## src/hdl/hts_pkg.sv

```systemverilog
// ----------------------------------------------------------------------------
// HTML tag stripper package
// Parser modes, character codes, result types and default sizes.
// ----------------------------------------------------------------------------
package hts_pkg;

	// result queue depth; must be 2 or more
	localparam int HTS_FIFO_DEPTH = 4;

	localparam logic [7:0] CH_LT     = 8'h3C;
	localparam logic [7:0] CH_BANG   = 8'h21;
	localparam logic [7:0] CH_DASH   = 8'h2D;
	localparam logic [7:0] CH_SLASH  = 8'h2F;
	localparam logic [7:0] CH_GT     = 8'h3E;
	localparam logic [7:0] CH_DQUOTE = 8'h22;
	localparam logic [7:0] CH_SQUOTE = 8'h27;

	typedef enum logic [3:0] {
		MODE_TEXT      = 4'd0,
		MODE_LT        = 4'd1,
		MODE_TAG       = 4'd2,
		MODE_QUOTE     = 4'd3,
		MODE_BANG      = 4'd4,
		MODE_BANG_DASH = 4'd5,
		MODE_COMMENT   = 4'd6,
		MODE_CMT_DASH  = 4'd7,
		MODE_CMT_END   = 4'd8
	} mode_t;

	// one result item
	typedef struct packed {
		logic [7:0] out_byte;
		logic       has_byte;
		logic       out_last;
	} res_t;

	// results produced by one input item
	typedef struct packed {
		logic [1:0] cnt;
		res_t       r0;
		res_t       r1;
	} push_t;

endpackage

```

## src/hdl/hts_in_if.sv

```systemverilog
// ----------------------------------------------------------------------------
// HTML tag stripper input channel
// Raw byte stream with a last-byte flag, valid/ready handshake.
// ----------------------------------------------------------------------------
interface hts_in_if;
	logic       valid;
	logic       ready;
	logic [7:0] in_byte;
	logic       in_last;

	modport source (output valid, output in_byte, output in_last, input ready);
	modport sink (input valid, input in_byte, input in_last, output ready);
endinterface

```

## src/hdl/hts_out_if.sv

```systemverilog
// ----------------------------------------------------------------------------
// HTML tag stripper output channel
// Stripped text bytes and end markers, valid/ready handshake.
// ----------------------------------------------------------------------------
interface hts_out_if;
	logic       valid;
	logic       ready;
	logic [7:0] out_byte;
	logic       has_byte;
	logic       out_last;

	modport source (output valid, output out_byte, output has_byte, output out_last,
		input ready);
	modport sink (input valid, input out_byte, input has_byte, input out_last,
		output ready);
endinterface

```

## src/hdl/hts_parser.sv

```systemverilog
// ----------------------------------------------------------------------------
// HTML tag stripper parser
// Mode register and next-mode decode; yields up to two results per byte.
// ----------------------------------------------------------------------------
module hts_parser (
	input  logic           clk,
	input  logic           arst_n,
	input  logic           fire,
	input  logic [7:0]     in_byte,
	input  logic           in_last,
	output hts_pkg::push_t push
);

	hts_pkg::mode_t mode_q, mode_d;
	logic           quote_q, quote_d;

	function automatic logic is_alnum(input logic [7:0] c);
		return (c >= 8'h30 && c <= 8'h39) || (c >= 8'h61 && c <= 8'h7A) ||
			(c >= 8'h41 && c <= 8'h5A);
	endfunction

	always_comb begin
		logic tag_q;
		logic [7:0] cq;
		push.cnt = 2'd0;
		push.r0  = '{out_byte: hts_pkg::CH_LT, has_byte: 1'b1, out_last: 1'b0};
		push.r1  = '{out_byte: in_byte, has_byte: 1'b1, out_last: 1'b0};
		mode_d   = mode_q;
		quote_d  = quote_q;
		tag_q    = (in_byte == hts_pkg::CH_DQUOTE) || (in_byte == hts_pkg::CH_SQUOTE);
		cq       = quote_q ? hts_pkg::CH_SQUOTE : hts_pkg::CH_DQUOTE;

		case (mode_q)
			hts_pkg::MODE_LT: begin
				if (in_byte == hts_pkg::CH_BANG) begin
					mode_d = hts_pkg::MODE_BANG;
				end else if (in_byte == hts_pkg::CH_SLASH || is_alnum(in_byte)) begin
					mode_d = hts_pkg::MODE_TAG;
				end else begin
					// not a tag: pass '<' and this byte
					push.cnt = 2'd2;
					mode_d   = hts_pkg::MODE_TEXT;
				end
			end
			hts_pkg::MODE_TAG, hts_pkg::MODE_BANG, hts_pkg::MODE_BANG_DASH: begin
				if (mode_q == hts_pkg::MODE_BANG && in_byte == hts_pkg::CH_DASH) begin
					mode_d = hts_pkg::MODE_BANG_DASH;
				end else if (mode_q == hts_pkg::MODE_BANG_DASH &&
					in_byte == hts_pkg::CH_DASH) begin
					mode_d = hts_pkg::MODE_COMMENT;
				end else if (tag_q) begin
					quote_d = (in_byte == hts_pkg::CH_SQUOTE);
					mode_d  = hts_pkg::MODE_QUOTE;
				end else if (in_byte == hts_pkg::CH_GT) begin
					mode_d = hts_pkg::MODE_TEXT;
				end else begin
					mode_d = hts_pkg::MODE_TAG;
				end
			end
			hts_pkg::MODE_QUOTE: begin
				if (in_byte == cq) begin
					mode_d = hts_pkg::MODE_TAG;
				end
			end
			hts_pkg::MODE_COMMENT: begin
				if (in_byte == hts_pkg::CH_DASH) begin
					mode_d = hts_pkg::MODE_CMT_DASH;
				end
			end
			hts_pkg::MODE_CMT_DASH: begin
				mode_d = (in_byte == hts_pkg::CH_DASH) ? hts_pkg::MODE_CMT_END :
					hts_pkg::MODE_COMMENT;
			end
			hts_pkg::MODE_CMT_END: begin
				if (in_byte == hts_pkg::CH_GT) begin
					mode_d = hts_pkg::MODE_TEXT;
				end else if (in_byte != hts_pkg::CH_DASH) begin
					mode_d = hts_pkg::MODE_COMMENT;
				end
			end
			default: begin
				if (in_byte == hts_pkg::CH_LT) begin
					mode_d = hts_pkg::MODE_LT;
				end else begin
					push.cnt = 2'd1;
					push.r0.out_byte = in_byte;
					mode_d = hts_pkg::MODE_TEXT;
				end
			end
		endcase

		if (in_last) begin
			case (push.cnt)
				2'd0: begin
					push.cnt = 2'd1;
					push.r0  = '{out_byte: 8'h00, has_byte: 1'b0, out_last: 1'b1};
				end
				2'd1: begin
					push.r0.out_last = 1'b1;
				end
				default: begin
					push.r1.out_last = 1'b1;
				end
			endcase
			mode_d  = hts_pkg::MODE_TEXT;
			quote_d = 1'b0;
		end
	end

	always_ff @(posedge clk or negedge arst_n) begin
		if (!arst_n) begin
			mode_q  <= hts_pkg::MODE_TEXT;
			quote_q <= 1'b0;
		end else if (fire) begin
			mode_q  <= mode_d;
			quote_q <= quote_d;
		end
	end

endmodule

```

## src/hdl/hts_fifo.sv

```systemverilog
// ----------------------------------------------------------------------------
// HTML tag stripper result queue
// Small register queue: up to two writes and one read per cycle.
// ----------------------------------------------------------------------------
module hts_fifo #(
	parameter int DEPTH = hts_pkg::HTS_FIFO_DEPTH
) (
	input  logic           clk,
	input  logic           arst_n,
	input  logic           push_en,
	input  hts_pkg::push_t push,
	output logic           room2,
	output logic           valid,
	input  logic           ready,
	output hts_pkg::res_t  head
);

	localparam int AW = (DEPTH > 1) ? $clog2(DEPTH) : 1;
	localparam int CW = $clog2(DEPTH + 1);

	hts_pkg::res_t mem_q [DEPTH];
	logic [AW-1:0] wr_q, rd_q, wr_p1, wr_p2;
	logic [CW-1:0] cnt_q;
	logic [1:0]    n_push;
	logic          pop;

	function automatic logic [AW-1:0] ptr_inc(input logic [AW-1:0] p);
		return (p == AW'(DEPTH - 1)) ? '0 : p + AW'(1);
	endfunction

	assign n_push = push_en ? push.cnt : 2'd0;
	assign pop    = valid && ready;
	assign valid  = (cnt_q != '0);
	assign room2  = (cnt_q <= CW'(DEPTH - 2));
	assign head   = mem_q[rd_q];
	assign wr_p1  = ptr_inc(wr_q);
	assign wr_p2  = ptr_inc(wr_p1);

	always_ff @(posedge clk) begin
		if (n_push != 2'd0) begin
			mem_q[wr_q] <= push.r0;
		end
		if (n_push == 2'd2) begin
			mem_q[wr_p1] <= push.r1;
		end
	end

	always_ff @(posedge clk or negedge arst_n) begin
		if (!arst_n) begin
			wr_q  <= '0;
			rd_q  <= '0;
			cnt_q <= '0;
		end else begin
			case (n_push)
				2'd1:    wr_q <= wr_p1;
				2'd2:    wr_q <= wr_p2;
				default: wr_q <= wr_q;
			endcase
			if (pop) begin
				rd_q <= ptr_inc(rd_q);
			end
			cnt_q <= cnt_q + CW'(n_push) - CW'(pop);
		end
	end

endmodule

```

## src/hdl/html_tag_stripper_core.sv

```systemverilog
// Input path: input register, parser, then the result queue that drives the output.
// Throughput: one input item per cycle while the output side keeps up; an item
//   yields 0, 1 or 2 results, drained at one per cycle through the result queue.
// The input register advances only when the queue has room for two results.
// Reset (arst_n low, asynchronous): parser back to text mode, quote flag and queue
//   cleared, input register empty.
// ----------------------------------------------------------------------------
// HTML tag stripper core
// Drops HTML tags and comments from a byte stream and passes the text.
// ----------------------------------------------------------------------------
module html_tag_stripper_core #(
	parameter int FIFO_DEPTH = hts_pkg::HTS_FIFO_DEPTH
) (
	input logic      clk,
	input logic      arst_n,
	hts_in_if.sink   rx,
	hts_out_if.source tx
);

	// input stage: one byte held for the parser
	logic          v_s1;
	logic [7:0]    byte_s1;
	logic          last_s1;

	logic          room2;
	logic          adv;
	hts_pkg::push_t push;
	hts_pkg::res_t  head;

	// parser consumes the held item once the queue can take both possible results
	assign adv      = v_s1 && room2;
	assign rx.ready = !v_s1 || room2;

	always_ff @(posedge clk or negedge arst_n) begin
		if (!arst_n) begin
			v_s1 <= 1'b0;
		end else if (rx.valid && rx.ready) begin
			v_s1 <= 1'b1;
		end else if (adv) begin
			v_s1 <= 1'b0;
		end
	end

	// payload needs no reset
	always_ff @(posedge clk) begin
		if (rx.valid && rx.ready) begin
			byte_s1 <= rx.in_byte;
			last_s1 <= rx.in_last;
		end
	end

	// mode machine: tags, quoted values, comments and the '<' lookahead
	hts_parser u_parser (
		.clk     (clk),
		.arst_n  (arst_n),
		.fire    (adv),
		.in_byte (byte_s1),
		.in_last (last_s1),
		.push    (push)
	);

	// result queue doubles as the output register and skid for pair results
	hts_fifo #(
		.DEPTH (FIFO_DEPTH)
	) u_fifo (
		.clk     (clk),
		.arst_n  (arst_n),
		.push_en (adv),
		.push    (push),
		.room2   (room2),
		.valid   (tx.valid),
		.ready   (tx.ready),
		.head    (head)
	);

	assign tx.out_byte = head.out_byte;
	assign tx.has_byte = head.has_byte;
	assign tx.out_last = head.out_last;

endmodule

```

## src/flat_wrapper.sv

```systemverilog
// flat-port wrapper written by rule: the top's interface ports become plain ports
module html_tag_stripper_core_flat 
#(
	parameter int FIFO_DEPTH = hts_pkg::HTS_FIFO_DEPTH
)
  (clk, arst_n, rx_valid, rx_in_byte, rx_in_last, rx_ready, tx_valid, tx_out_byte, tx_has_byte, tx_out_last, tx_ready);
  hts_in_if rx_i ();
  hts_out_if tx_i ();
  input logic clk;
  input logic arst_n;
  input wire logic [$bits(rx_i.valid)-1:0] rx_valid;
  input wire logic [$bits(rx_i.in_byte)-1:0] rx_in_byte;
  input wire logic [$bits(rx_i.in_last)-1:0] rx_in_last;
  output wire logic [$bits(rx_i.ready)-1:0] rx_ready;
  output wire logic [$bits(tx_i.valid)-1:0] tx_valid;
  output wire logic [$bits(tx_i.out_byte)-1:0] tx_out_byte;
  output wire logic [$bits(tx_i.has_byte)-1:0] tx_has_byte;
  output wire logic [$bits(tx_i.out_last)-1:0] tx_out_last;
  input wire logic [$bits(tx_i.ready)-1:0] tx_ready;
  assign rx_i.valid = rx_valid;
  assign rx_i.in_byte = rx_in_byte;
  assign rx_i.in_last = rx_in_last;
  assign rx_ready = rx_i.ready;
  assign tx_valid = tx_i.valid;
  assign tx_out_byte = tx_i.out_byte;
  assign tx_has_byte = tx_i.has_byte;
  assign tx_out_last = tx_i.out_last;
  assign tx_i.ready = tx_ready;
  html_tag_stripper_core #(.FIFO_DEPTH(FIFO_DEPTH)) u_core (.clk(clk), .arst_n(arst_n), .rx(rx_i), .tx(tx_i));
endmodule
```

## config.mk

```make
export PLATFORM = sky130hd
export DESIGN_NAME = html_tag_stripper_core_flat
export DESIGN_NICKNAME = d
export VERILOG_FILES = /design/src/hdl/hts_pkg.sv /design/src/hdl/hts_in_if.sv /design/src/hdl/hts_out_if.sv /design/src/hdl/hts_parser.sv /design/src/hdl/hts_fifo.sv /design/src/hdl/html_tag_stripper_core.sv /design/src/flat_wrapper.sv
export SDC_FILE = /design/constraint.sdc
export NUM_CORES = 1
export LEC_CHECK = 0
export ABC_AREA = 1
export BUFFER_PORTS_ARGS = -buffer_cell sky130_fd_sc_hd__buf_2
export CAP_MARGIN = 20
export CORE_MARGIN = 2
export CORE_UTILIZATION = 55
export DETAILED_ROUTE_END_ITERATION = 7
export GPL_ROUTABILITY_DRIVEN = 0
export PLACE_DENSITY = 0.74
export SYNTH_ARGS = -nofsm -noshare
export SYNTH_HDL_FRONTEND = slang
export SYNTH_SLANG_ARGS = --single-unit
```

## constraint.sdc

```tcl
create_clock -name clk -period 3 [get_ports clk]
set_input_delay 0.45 -clock clk [delete_from_list [all_inputs] [get_ports clk]]
set_output_delay 0.45 -clock clk [all_outputs]
set_load 0.02 [all_outputs]
```

[Word level (Yosys, flattened, before mapping)]
Memory sizes are Yosys's and may differ from the RTL's.
Cells that the tools add are included.
Word-level totals
  register bits after elaboration: 22
  memory bits (writable): 40
  input bits: 13
  logic and storage cells: 117
  memories kept: 1
Cells by class
  add/subtract/negate cells: 5
  order comparisons: 7
  equality and inequality tests: 28
  multiplexer cells: 41
  reduce and logical (&&, ||, !) cells: 27
Memory list
  u_core.u_fifo.mem_q: depth 4, bits a word 10, read ports 1, clocked after memory_dff 0, wr ports 2, RTL line hts_fifo.sv:21  | hts_pkg::res_t mem_q [DEPTH];
Operators with widths (count)
  equality test 8 x 6 -> 1 bit (second input constant): 7
  two-way mux 4 bit: 7
  one-hot mux 4 bit (6 select lines): 1
  two-way mux 2 bit: 9
  equality test 4 x 3 -> 1 bit (second input constant): 4
  greater-or-equal comparator 8 x 7 -> 1 bit (second input constant): 2
  <= comparator 8 x 7 -> 1 bit (second input constant): 2
  two-way mux 1 bit: 15
  two-way mux 12 bit: 1
  two-way mux 11 bit: 1
  nonzero test 2 bit: 5
  two-way mux 3 bit: 3
  two-way mux 9 bit: 1
  equality test 2 bit (second input constant): 4
  equality test 4 x 2 -> 1 bit (second input constant): 2
  equality test 8 x 6 -> 1 bit: 1
  greater-or-equal comparator 8 x 6 -> 1 bit (second input constant): 1
  <= comparator 8 x 6 -> 1 bit (second input constant): 1
  logical AND 1 bit: 8
  two-way mux 8 bit: 1
  inequality test 8 x 6 -> 1 bit (second input constant): 1
  one-hot mux 2 bit (2 select lines): 2
  OR reduction 8 bit: 1
  OR reduction 7 bit: 1
  other kinds (18): 27

[Logic depth before layout (Yosys ltp)]
Gate-level depths: netlist (run 1).
  depth after elaboration: 16
  mapped depth: 16

[Cells and area by module]
Synthesis (run 1) repeated with hierarchy kept, for this count alone.
Unflattened totals
  cell total of the unflattened synthesis: 465
  area total of the unflattened synthesis: 3823.7 sq um
Modules (own cells, without submodules)
  hts_fifo: instances 1, cells each 276, area an instance 2626.3 sq um, seq. area each 1376.3 sq um
  hts_parser: instances 1, cells each 172, area an instance 874.6 sq um, seq. area each 125.1 sq um
  html_tag_stripper_core: instances 1, cells each 17, area an instance 322.8 sq um, seq. area each 295.3 sq um

[Worst setup path before layout (run 1)]
OpenSTA, ideal clock, no wires.
  path type: flip-flop to flip-flop
  start: reg u_core.byte_s1[3]
  end: reg u_core.u_fifo.cnt_q[2]
  data arrival time: 2.302 ns
  data required time: 2.871 ns
  path slack: 0.570 ns
  stages on the path, launching flop included: 17
  path buffers: 1
  path through: edfxtp_1 buf_6 nand2_1 inv_1 nor2_1 nand2_1 nand2_1 nand3_1 nand2_4 nand3b_1 ha_1 inv_1 ha_1 inv_1 fa_1 xnor2_1 xor2_1
On the way
  cells in the longest elaborated chain, start to end: 14
  elaborated cells on any way between the ends: 25
  classes of those cells: 2 x add/sub; 6 x order compare; 3 x eq/ne; 7 x mux; 7 x reduce/logical
Ends and longest elaborated chain
  start, declared: RTL line html_tag_stripper_core.sv:22  | logic [7:0] byte_s1;
  start signal, assigned: RTL line html_tag_stripper_core.sv:47  | byte_s1 <= rx.in_byte;
  greater-or-equal comparator 8 x 6 -> 1 bit, or another cell as far along: RTL line hts_parser.sv:18  | return (c >= 8'h30 && c <= 8'h39) || (c >= 8'h61 && c <= 8'h7A) ||
  logical AND 1 bit: RTL line hts_parser.sv:18
  logical OR 1 bit (2 in series): RTL line hts_parser.sv:18
  logical OR 1 bit: RTL line hts_parser.sv:37  | end else if (in_byte == hts_pkg::CH_SLASH || is_alnum(in_byte)) begin
  two-way mux 2 bit: RTL line hts_parser.sv:37
  two-way mux 2 bit: RTL line hts_parser.sv:35  | if (in_byte == hts_pkg::CH_BANG) begin
  one-hot mux 2 bit (2 select lines) *: RTL line hts_parser.sv:33  | case (mode_q)
  zero test 2 bit: RTL line hts_parser.sv:93  | case (push.cnt)
  two-way mux 11 bit: RTL line hts_parser.sv:93
  two-way mux 12 bit *: RTL line hts_parser.sv:92  | if (in_last) begin
  two-way mux 2 bit *: RTL line hts_fifo.sv:31  | assign n_push = push_en ? push.cnt : 2'd0;
  adder 3 x 2 -> 3 bit *: RTL line hts_fifo.sv:62  | cnt_q <= cnt_q + CW'(n_push) - CW'(pop);
  subtractor 3 x 1 -> 3 bit *: RTL line hts_fifo.sv:62
  end signal, assigned: RTL line hts_fifo.sv:62
  end, declared: RTL line hts_fifo.sv:23  | logic [CW-1:0] cnt_q;
Every way passes the cells marked *; elsewhere a longest branch is shown, timed or not.
A chain may end at the register's enable or synchronous reset.

==> summary.md, run 1 <==
| Metric | Value |
|---|---|
| Hold crit path type | `input port to async pin` |
| Clock Tree Buf Depth | `2` |
| Most frequent cells in the layout | `nand2_1 (109), nor2_1 (49), inv_1 (46)` |
| WS Path Type | `flip-flop to flip-flop` |
| Die Area | `~7100 sq um` |
| GRT Overall Usage | `roughly 25%` |
| # port buffers | `24` |
| Final setup viols | `0` |
| Initial Utilization | `between 50 and 60%` |
| Core Rows | `29` |
| Hold WS | `~0.0062 ns` |
| Remaining global-route overflow | `0` |
| Post-synth ARST share | `a little over a fifth` |
| DRT Pass-1 Iters | `5` |
| PwrDens | `between 800 and 900 nW/um^2` |
| R2r setup slk | `0.18 ns` |
| Die Ht | `~84 microns` |
| Syn Inst Count | `429` |
| Worst setup path endpoint | `u_core.u_fifo.mem_q[1][2]$_DFFE_PP_` |
| Chip Width | `~84 microns` |
| Yosys warns | `0` |
| Crit start category | `flip-flop` |
| Remaining antenna violation count | `0` |
| IO Count | `25` |
| Synth Flop Type | `edfxtp_1` |
| Vias in the first global route | `about 2.8k` |
| Clock slew at reported path FFs | `about 0.07 ns` |
| Htree depth | `3` |
| Period utilization | `a little over nine tenths` |
| Leak | `about 1.8 nW` |
| Reg2reg path depth | `13` |
| Mean Syn Cell Area | `approximately 8.3 sq um` |
| Worst Setup SP | `u_core.byte_s1[2]$_DFFE_PP_` |
| Syn Nets | `approximately 460` |
| Drc violations | `0` |
| Final #Nets | `492` |
| Clock skew | `0.00931 ns` |
| Reg-to-Reg Start | `u_core.byte_s1[2]$_DFFE_PP_` |
| Max Fanout on Critical Path | `9` |
| Final Max Tran Viols | `0` |
| Sum Neg Setup Slack | `0 ns` |
| TritonCTS clock tree | `yes` |
| Max Clk Rate | `between 0.3 and 0.4 GHz` |
| Post-synth EDFFs | `between 40 and 50` |
| Status | `finished clean` |
| Slew Limit Headroom | `approximately 50%` |
| Worst Path Required | `between 3 and 4 ns` |
| Initial antenna violation count | `0` |
| Sequential area share after synthesis | `between 40% and 50%` |
| Maxcap violations | `0` |
| Share of layout cells above drive strength 1 | `14.9%` |
| Fin. Hold Viols | `0` |
| Synth cell types | `30` |
| Detailed Route WL | `about 8.4 mm` |
| Vias | `around 3.1k` |
| Period minus WS final | `~2.8 ns` |
| CTS Sinks | `62` |
| Yosys reg bits | `62` |
| Crit. End Element | `flip-flop` |
| Post-layout util | `approximately 63%` |
| Clock Latency Late Sink | `0.33 ns` |
| Most common cell after layout, fill and taps aside | `nand2_1` |
| Crit Reg-Reg Endpoint | `u_core.u_fifo.mem_q[1][2]$_DFFE_PP_` |
| Iteration-0 DRC count of the detailed router | `between 400 and 500` |
| Pin count of the biggest net entering global routing | `24` |
| Post-Syn Area | `between 3000 and 4000 sq um` |
| Area grow syn2layout | `11.6%` |
| Cts bufs inserted | `9` |
| Core area | `roughly 6300 sq um` |
| N_diodes | `0` |
| Dpl hpwl | `~6.1 mm` |
| WL/cell | `roughly 15 microns` |
| Peak VDD IR | `0.577 mV` |
| Crit path arrival time | `approximately 3.0 ns` |
| Vias per cell | `just under 6` |
| First-pass GRT wire length | `13.5 mm` |
| Worst-margin pin slew | `approximately 0.75 ns` |
| Root buffer cell | `clkbuf_8` |
[final cells by class]
cell class                      count  area [sq um]
Clock inverter                      5          26.3
Timing Repair Buffer               35           203
Fill cell                         564          2340
Sequential cell                    62          1760
Clock buffer                       11           131
Tap cell                           77          96.3
Inverter                           51           191
Multi-Input combinational cell    305          1570
[Yosys cell counts (4+ instances only)]
library cell | n | area share (%)
ha_1 | 14 | 4.9
nor2_1 | 53 | 5.6
nand2_1 | 111 | 12
nand3_1 | 36 | 5.1
or2_2 | 5 | 0.88
inv_1 | 47 | 5.0
edfxtp_1 | 45 | 38
clkbuf_1 | 6 | 0.63
a21oi_1 | 4 | 0.56
dfrtp_1 | 13 | 9.1
nor3_1 | 5 | 0.70
dfxtp_1 | 4 | 2.2
nand4_1 | 7 | 1.2
o21ai_0 | 30 | 4.2
o22ai_1 | 27 | 4.7
[worst max-delay path, stage by stage, from the launching register on]
cell and delay, ns:
edfxtp_1 0.45, buf_4 0.17, nor2_1 0.16, a21oi_1 0.09
nand2_1 0.09, nand3_1 0.14, nand2_4 0.17, nand3b_1 0.12
ha_1 0.31, nand2_1 0.21, inv_1 0.15, nor2_2 0.24
inv_1 0.14, o22ai_1 0.20
[how the worst min path moves through the flow]
| stage | slack, ns | endpoint | start | cells past startpoint |
|---|---|---|---|---|
| finish | 0.006 | u_core.u_fifo.rd_q[1]$_DFFE_PN0P_ | arst_n | 1 |
| global route | 0.02 | u_core.u_fifo.rd_q[1]$_DFFE_PN0P_ | arst_n | 1 |
| CTS | 0.02 | u_core.u_fifo.rd_q[1]$_DFFE_PN0P_ | arst_n | 1 |
| detailed placement | 0.38 | u_core.u_fifo.rd_q[1]$_DFFE_PN0P_ | arst_n | 1 |
| global placement | 0.38 | u_core.u_fifo.rd_q[1]$_DFFE_PN0P_ | arst_n | 1 |
| floorplan | 0.15 | u_core.u_fifo.cnt_q[0]$_DFF_PN0_ | arst_n | 0 |
[state kept, by name (all words and copies together), names as in the netlist]
name and cells:
u_core.byte_s1 8, u_core.u_fifo.wr_q 2, u_core.v_s1 1, u_core.u_fifo.rd_q 2, u_core.u_parser.mode_q 4, u_core.u_parser.quote_q 1
u_core.u_fifo.mem_q 40, u_core.u_fifo.cnt_q 3, u_core.last_s1 1
[report_power, final]
group	total, mW	switching (mW)	internal (mW)
Combinational	1.55	1.04	0.514
Sequential	1.36	0.153	1.20
Clock	0.609	0.316	0.293
Total	3.52	1.51	2.01
[cells by family (layout without fill, tap and decap cells)]
| kind of cell | after synthesis | in the layout | synth area share (%) |
|---|---|---|---|
| buffers and inverters | 62 | 102 | 7.35 |
| AND/OR/NAND/NOR | 224 | 224 | 27.0 |
| flip-flops | 62 | 62 | 49.3 |
| AO/OA/AOI/OAI | 63 | 63 | 10.1 |
| XOR/XNOR | 3 | 3 | 0.738 |
| adder cells (fa/ha/maj) | 15 | 15 | 5.48 |
[per-stage QoR]
step | power [mW] | instances | area, sq um | setup WS (ns)
after floorplan | 2.43 | 429 | 3560 | 0.570
after global routing | 3.79 | 546 | 3970 | -0.0185
after CTS | 3.49 | 540 | 3900 | 0.0492
final | 3.52 | 546 | 3970 | 0.180
after global placement | 2.83 | 524 | 3740 | 0.0590
after detailed placement | 2.88 | 524 | 3740 | -0.0699
[repair_timing]
action / in CTS / in global routing
setup endpoints to repair: 1 / 35
hold buffers: 0 / 0
setup buffers: 0 / 6
cloned: 0 / 0
gates resized for setup: 1 / 9
pin swaps: 0 / 0
[layer usage]
layer | track usage (%) | vias up | share of wire, %
met5 | 0 | - | 0
met3 | 6.39 | 30 | 8.1
met1 | 32.0 | 1430 | 41
met2 | 39.8 | 173 | 47
li1 | - | 1512 | -
met4 | 9.09 | 0 | 3.1
(Power assumes the default switching activity.)
==> inputs of run 2 (changes only) <==
- CORE_UTILIZATION: 55 -> 40
- PLACE_DENSITY: 0.74 -> not set
==> run 2 against run 1 <==
Compared with the run above: clock power up 20%; clock skew grew 0.0022 ns; global-route usage fell by 5.7 points; via count decreased by 1.7%; combinational power hardly changed; final cell count rose by 6.2%; sequential share of layout area decreased by 1.1 points; largest power group unchanged; die area rose by 36%; highest routed layer unchanged; first-iteration DRC count shrank 48%; critical path depth is the same; wire length rose by 2.7%; largest cell class unchanged.
==> summary.md, run 2 (synthesis gave the netlist of run 1 again) <==
| Metric | Value |
|---|---|
| Max Clk Rate | `0.360 GHz (+1.5%)` |
| Pin count of the biggest net entering global routing | `24 (unchanged)` |
| Hold WS | `0.269 ns (+0.263 ns)` |
| Max reg flops | `40 (unchanged)` |
| Most common cell after layout, fill and taps aside | `nand2_1` |
| Pre-CTS setup slack | `-0.0562 ns (+0.0137 ns)` |
| Slew Limit Headroom | `47.0% (-3.0 points)` |
| RSZ-0062 raised after global routing | `no` |
| Vias in the first global route | `2923 (+3.4%)` |
| N_diodes | `0 (unchanged)` |
| Most frequent cells in the layout | `nand2_1 (109), nor2_1 (49), inv_1 (46)` |
| Sw frac | `42.3% (-0.58 points)` |
| Crit start category | `flip-flop` |
| Max Fanout on Critical Path | `9 (unchanged)` |
| Period minus WS final | `2.78 ns (-0.0413 ns)` |
| Setup WS post-layout | `0.221 ns (+0.0413 ns)` |
| Period utilization | `92.6% (-1.4 points)` |
| Hold crit path type | `input port to flip-flop` |
| Remaining antenna violation count | `0 (unchanged)` |
| # port buffers | `24 (unchanged)` |
| Vias per cell | `5.33 (-7.5%)` |
| Root buffer cell | `clkbuf_8` |
| Initial antenna violation count | `0 (unchanged)` |
| Comb power frac | `42.7% (-1.4 points)` |
| Maxcap violations | `0 (unchanged)` |
| Final Instance Count excl. Fillers | `580 (+6.2%)` |
| Seq pwr share | `37.3% (-1.3 points)` |
| Most flop-heavy register | `u_core.u_fifo.mem_q` |
| IO Count | `25 (unchanged)` |
| WS Path Type | `flip-flop to flip-flop` |
| Clock Tree Buf Depth | `2 (unchanged)` |
| PwrDens | `895 nW/um^2 (+1.1%)` |
| Status | `finished clean` |
| Fin. Hold Viols | `0 (unchanged)` |
| M1 wire length | `3.88 mm (+11%)` |
| Placed insts | `559 (+6.7%)` |
| DRT Pass-1 Iters | `5 (unchanged)` |
| Initial Utilization | `41.0% (-15 points)` |
| Metal2 WL | `4.00 mm (+0.78%)` |
| First-pass GRT wire length | `14.2 mm (+5.0%)` |
| Area grow syn2layout | `14.4%` |
| Crit path arrival time | `2.96 ns (-0.02 ns)` |
| Clock Latency Late Sink | `0.36 ns (+0.03 ns)` |
| Iteration-0 DRC count of the detailed router | `239 (-48%)` |
| Clock power frac | `20.0% (+2.7 points)` |
| Worst-margin pin slew | `0.795 ns (+0.0451 ns)` |
| Die Area | `9670 sq um (+36%)` |
| Remaining global-route overflow | `0 (unchanged)` |
| Post-layout util | `46.9% (-16 points)` |
| Final Max Tran Viols | `0 (unchanged)` |
| CTS Sinks | `62 (unchanged)` |
| Chip Width | `98.3 microns (+16%)` |
| Dpl hpwl | `6.37 mm (+4.5%)` |
| Share of layout cells above drive strength 1 | `15.7% (+0.75 points)` |
| WL/cell | `14.9 microns (-3.3%)` |
| Largest registers | `u_core.u_fifo.mem_q: 40 flops, u_core.byte_s1: 8 flops, u_core.u_parser.mode_q: 4 flops` |
| Final setup viols | `0 (unchanged)` |
| Net switching power | `1.54 mW (+2.2%)` |
| Peak VDD IR | `0.465 mV (-19%)` |
| Highest metal used | `met4` |
| Worst Path Required | `3.18 ns (+0.02 ns)` |
| Detailed Route WL | `8.63 mm (+2.7%)` |
| Int Pwr | `2.10 mW (+4.7%)` |
| Vias | `3090 (-1.7%)` |
| Wire length on met3 | `588 microns (-14%)` |
| Final #Nets | `495 (+0.61%)` |
| Core area | `8680 sq um (+37%)` |
| Clock skew | `0.0115 ns (+0.00222 ns)` |
| Final instance area | `4070 sq um (+2.5%)` |
| TritonCTS clock tree | `yes` |
| Core Rows | `34 (+17%)` |
| Die Ht | `98.3 microns (+16%)` |
| Drc violations | `0 (unchanged)` |
| Cts bufs inserted | `9 (unchanged)` |
| Placement Cell Area | `3810 sq um (+1.8%)` |
| Crit. End Element | `flip-flop` |
| Fill count | `857 (+52%)` |
| Htree depth | `3 (unchanged)` |
| GRT Overall Usage | `18.9% (-5.7 points)` |
| Leak | `1.85 nW (+1.7%)` |
| Clock slew at reported path FFs | `0.07 ns (about the same)` |
[run 2: metal layers]
layer | global-route usage [%] | up-vias
met5 | 0 | -
met4 | 6.22 | 0
met3 | 5.30 | 23
met2 | 29.7 | 135
met1 | 25.3 | 1417
li1 | - | 1515
[run 2: per-stage QoR]
| step | TNS, ns | power [mW] |
|---|---|---|
| 4_1_cts | 0 | 3.63 |
| 3_5_place_dp | -0.0562 | 2.90 |
| 3_3_place_gp | -0.0361 | 2.87 |
| 5_1_grt | 0 | 3.93 |
| 6_report | 0 | 3.65 |
| 2_1_floorplan | 0 | 2.43 |
[run 2: layout make-up]
type	instances	area (sq um)	area share, %
clock buffers	10	128	3.13
clock inverters	6	61.3	1.51
inverters	51	191	4.70
multi-input cells	305	1570	38.6
flip-flops and latches	62	1760	43.1
well taps	108	135	3.32
repair buffers	38	228	5.59
[run 2: power by group through the flow]
stage / registers [mW] / clock network, mW / logic (mW)
floorplan: 1.31 / 0 / 1.13
global placement: 1.38 / 0 / 1.49
detailed placement: 1.38 / 0 / 1.51
CTS: 1.36 / 0.739 / 1.52
global route: 1.39 / 0.774 / 1.77
finish: 1.36 / 0.730 / 1.56
[run 2: timing repair]
item,in CTS,in global routing
setup endpoints to repair,2,23
endpoints found under the hold margin,4,0
setup buffers,0,4
hold buffers,1,0
gates resized for setup,1,10
[run 2: path summary, 6_finish.rpt]
path | startpoint | depth (start not counted) | endpoint | slack, ns
max | u_core.byte_s1[0]$_DFFE_PP_ | 13 | u_core.u_fifo.mem_q[0][3]$_DFFE_PP_ | 0.22
min | rx_in_byte[0] | 1 | u_core.byte_s1[0]$_DFFE_PP_ | 0.27
max reg2reg | u_core.byte_s1[0]$_DFFE_PP_ | 13 | u_core.u_fifo.mem_q[0][3]$_DFFE_PP_ | 0.22
min reg2reg | u_core.u_parser.mode_q[3]$_DFFE_PN0P_ | 2 | u_core.u_parser.mode_q[3]$_DFFE_PN0P_ | 0.51
max in group asynchronous | arst_n | 2 | u_core.v_s1$_DFFE_PN0P_ | 2.22
min in group asynchronous | arst_n | 2 | u_core.u_fifo.wr_q[1]$_DFFE_PN0P_ | 0.53
[run 2: worst max-delay path, stage by stage, from the launching register on]
cell and delay [ns]:
edfxtp_1 0.49, inv_1 0.20, nand3_1 0.10, nand2_1 0.05, nand3_1 0.12, nand3_1 0.15, nand2_4 0.17, nand3b_1 0.13
ha_1 0.29, nand2_1 0.22, inv_1 0.18, nor2_4 0.19, inv_1 0.12, o22ai_1 0.20
==> inputs of run 3 (changes only) <==
- RECOVER_POWER: not set -> 25
==> run 3 against run 2 <==
Compared with the run above: register-to-register slack about the same; die area stayed put; sequential share of layout area is 0.066 points higher; combinational power barely moved; setup slack worse by 0.012 ns; first-iteration DRC count grew 0.42%; power is essentially flat; via count down 0.29%; critical path depth unchanged; core utilization fell by 0.072 points; worst hold slack barely moved; non-clock buffer count unchanged; critical path type unchanged; critical endpoint is now u_core.u_fifo.mem_q[0][9]$_DFFE_PP_; largest cell class unchanged.
==> summary.md, run 3 (synthesis gave the netlist of run 1 again) <==
| Metric | Value |
|---|---|
| Status | `finished clean` |
| Reg-to-Reg Start | `u_core.byte_s1[0]$_DFFE_PP_` |
| Placement Cell Area | `3810 sq um (unchanged)` |
| Slew Limit Headroom | `45.5% (-1.5 points)` |
| Comb power frac | `42.6% (about the same)` |
| Die Ht | `98.3 microns (unchanged)` |
| Root buffer cell | `clkbuf_8` |
| Area grow syn2layout | `14.2%` |
| Int Pwr | `2.10 mW (-0.22%)` |
| Cell family with most CP delay | `simple AND/OR/NAND/NOR gates` |
| Remaining antenna violation count | `0 (unchanged)` |
| Remaining global-route overflow | `0 (unchanged)` |
| Cts bufs inserted | `9 (unchanged)` |
| Dpl hpwl | `6.37 mm (unchanged)` |
| Drc violations | `0 (unchanged)` |
| # port buffers | `24 (unchanged)` |
| Seq pwr share | `37.3% (about the same)` |
| TritonCTS clock tree | `yes` |
| GRT Overall Usage | `18.9% (unchanged)` |
| Crit path cell chain | `inv_1 -> nand3_1 -> nand2_1 -> nand3_1 -> nand3_1 -> nand3_1 -> inv_1 -> ha_1 -> nand2_1 -> inv_1 -> nor2_4 -> inv_1 -> o22ai_1` |
| Final instance area | `4070 sq um (-0.15%)` |
| RSZ-0062 raised after global routing | `no` |
| Critical Path Max Stage Delay | `0.51 ns (+0.02 ns)` |
| Max Fanout on Critical Path | `7 (-2)` |
| Slowest cell on crit path | `edfxtp_1` |
| Initial Utilization | `41.0% (unchanged)` |
| Crit. End Element | `flip-flop` |
| Final Max Tran Viols | `0 (unchanged)` |
| Clock skew | `0.0119 ns (+0.000339 ns)` |
| Vias in the first global route | `2923 (unchanged)` |
| Net switching power | `1.54 mW (about the same)` |
| Fill count | `858 (+0.12%)` |
| Leak | `1.84 nW (-0.37%)` |
| Hold Crit Depth | `1 (unchanged)` |
| Iteration-0 DRC count of the detailed router | `240 (+0.42%)` |
| Vias | `3081 (-0.29%)` |
| Period utilization | `93.0% (+0.41 points)` |
| Vias per cell | `5.31 (-0.29%)` |
| Worst Setup SP | `u_core.byte_s1[0]$_DFFE_PP_` |
| Most flop-heavy register | `u_core.u_fifo.mem_q` |
| Fin. Hold Viols | `0 (unchanged)` |
| WP buf/inv | `4 (+1)` |
| Worst Hold Launch | `rx_in_byte[0]` |
| Final setup viols | `0 (unchanged)` |
| R2r setup slk | `0.21 ns (about the same)` |
| First-pass GRT wire length | `14.2 mm (unchanged)` |
| Clock Tree Buf Depth | `2 (unchanged)` |
| Clock Latency Late Sink | `0.36 ns (about the same)` |
| Core Rows | `34 (unchanged)` |
| IO Count | `25 (unchanged)` |
| Initial antenna violation count | `0 (unchanged)` |
| Worst Hold Path EP | `u_core.byte_s1[0]$_DFFE_PP_` |
| Crit path arrival time | `2.88 ns (-0.08 ns)` |
| Most common cell after layout, fill and taps aside | `nand2_1` |
| Die Area | `9670 sq um (unchanged)` |
| Peak VDD IR | `0.466 mV (+0.18%)` |
| WL/cell | `14.9 microns (+0.39%)` |
| Crit Reg-Reg Endpoint | `u_core.u_fifo.mem_q[0][9]$_DFFE_PP_` |
| DRT Pass-1 Iters | `5 (unchanged)` |
| PwrDens | `896 nW/um^2 (about the same)` |
| Clock slew at reported path FFs | `0.07 ns (about the same)` |
| Worst Path Required | `3.09 ns (-0.09 ns)` |
| Detailed Route WL | `8.66 mm (+0.39%)` |
| Period minus WS final | `2.79 ns (+0.0122 ns)` |
| Max Clk Rate | `0.358 GHz (-0.44%)` |
| Core area | `8680 sq um (unchanged)` |
| N_diodes | `0 (unchanged)` |
| Sw frac | `42.4% (+0.078 points)` |
| WS Path Type | `flip-flop to flip-flop` |
| Final #Nets | `495 (unchanged)` |
| Htree depth | `3 (unchanged)` |
| Max reg flops | `40 (unchanged)` |
| Clock power frac | `20.1% (about the same)` |
| Largest registers | `u_core.u_fifo.mem_q: 40 flops, u_core.byte_s1: 8 flops, u_core.u_parser.mode_q: 4 flops` |
| Share of layout cells above drive strength 1 | `14.8% (-0.85 points)` |
| Reg2reg path depth | `13 (unchanged)` |
| Most frequent cells in the layout | `nand2_1 (109), nor2_1 (49), inv_1 (47)` |
| Post-layout util | `46.8% (-0.072 points)` |
| Hold crit path type | `input port to flip-flop` |
| Chip Width | `98.3 microns (unchanged)` |
| Pin count of the biggest net entering global routing | `24 (unchanged)` |
| Worst-margin pin slew | `0.817 ns (+0.0220 ns)` |
| Maxcap violations | `0 (unchanged)` |
| Crit start category | `flip-flop` |
| CTS Sinks | `62 (unchanged)` |
-- run 3: layout make-up --
cell class | count | area [sq um] | share of cell area, %
flip-flops and latches | 62 | 1760 | 43.2
multi-input cells | 305 | 1570 | 38.7
repair buffers | 38 | 221 | 5.45
inverters | 51 | 191 | 4.71
well taps | 108 | 135 | 3.32
clock buffers | 10 | 128 | 3.14
clock inverters | 6 | 61.3 | 1.51
-- run 3: worst max path at each step --
stage	cells past startpoint	slack [ns]	end
6_report	13	0.21	u_core.u_fifo.mem_q[0][9]$_DFFE_PP_
5_1_grt	13	0.01	u_core.u_fifo.mem_q[0][3]$_DFFE_PP_
4_1_cts	14	0.03	u_core.u_fifo.mem_q[0][0]$_DFFE_PP_
3_5_place_dp	14	-0.06	u_core.u_fifo.mem_q[3][0]$_DFFE_PP_
3_3_place_gp	12	-0.04	u_core.u_fifo.mem_q[3][0]$_DFFE_PP_
2_1_floorplan	16	0.57	u_core.u_fifo.cnt_q[2]$_DFF_PN0_
-- run 3: power groups by stage --
stage,clock network (mW),registers (mW),logic (mW)
2_1_floorplan,0,1.31,1.13
3_3_place_gp,0,1.38,1.49
3_5_place_dp,0,1.38,1.51
4_1_cts,0.739,1.36,1.52
5_1_grt,0.774,1.38,1.76
6_report,0.732,1.36,1.55
-- run 3: what timing repair did --
action | in CTS | in global routing
resized for setup | 1 | 10
endpoints found under the hold margin | 4 | 0
hold buffers | 1 | 0
setup endpoints to repair | 2 | 23
buffers inserted | 0 | 4
-- run 3: metrics by stage --
stage	power, mW	setup TNS (ns)	hold slack, ns	instances	setup slack, ns
2_1_floorplan	2.43	0	0.154	429	0.570
3_5_place_dp	2.90	-0.0562	0.379	559	-0.0562
5_1_grt	3.92	0	0.253	580	0.00976
6_report	3.64	0	0.269	580	0.209
3_3_place_gp	2.87	-0.0361	0.379	559	-0.0361
4_1_cts	3.63	0	0.264	576	0.0290
-- run 3: per-layer routing --
layer	global-route usage, %	vias up	wire length, microns
met4	6.22	0	170
met1	25.3	1417	3930
met3	5.30	23	549
met5	0	-	0
met2	29.7	127	4010
li1	-	1514	-
-- run 3: worst reg2reg max path, cell delays in order, from the launching register on --
cell and delay, ns:
edfxtp_1 0.51, inv_1 0.25, nand3_1 0.10, nand2_1 0.07, nand3_1 0.12, nand3_1 0.16, nand3_1 0.19, inv_1 0.10
ha_1 0.24, nand2_1 0.20, inv_1 0.25, nor2_4 0.08, inv_1 0.15, o22ai_1 0.12
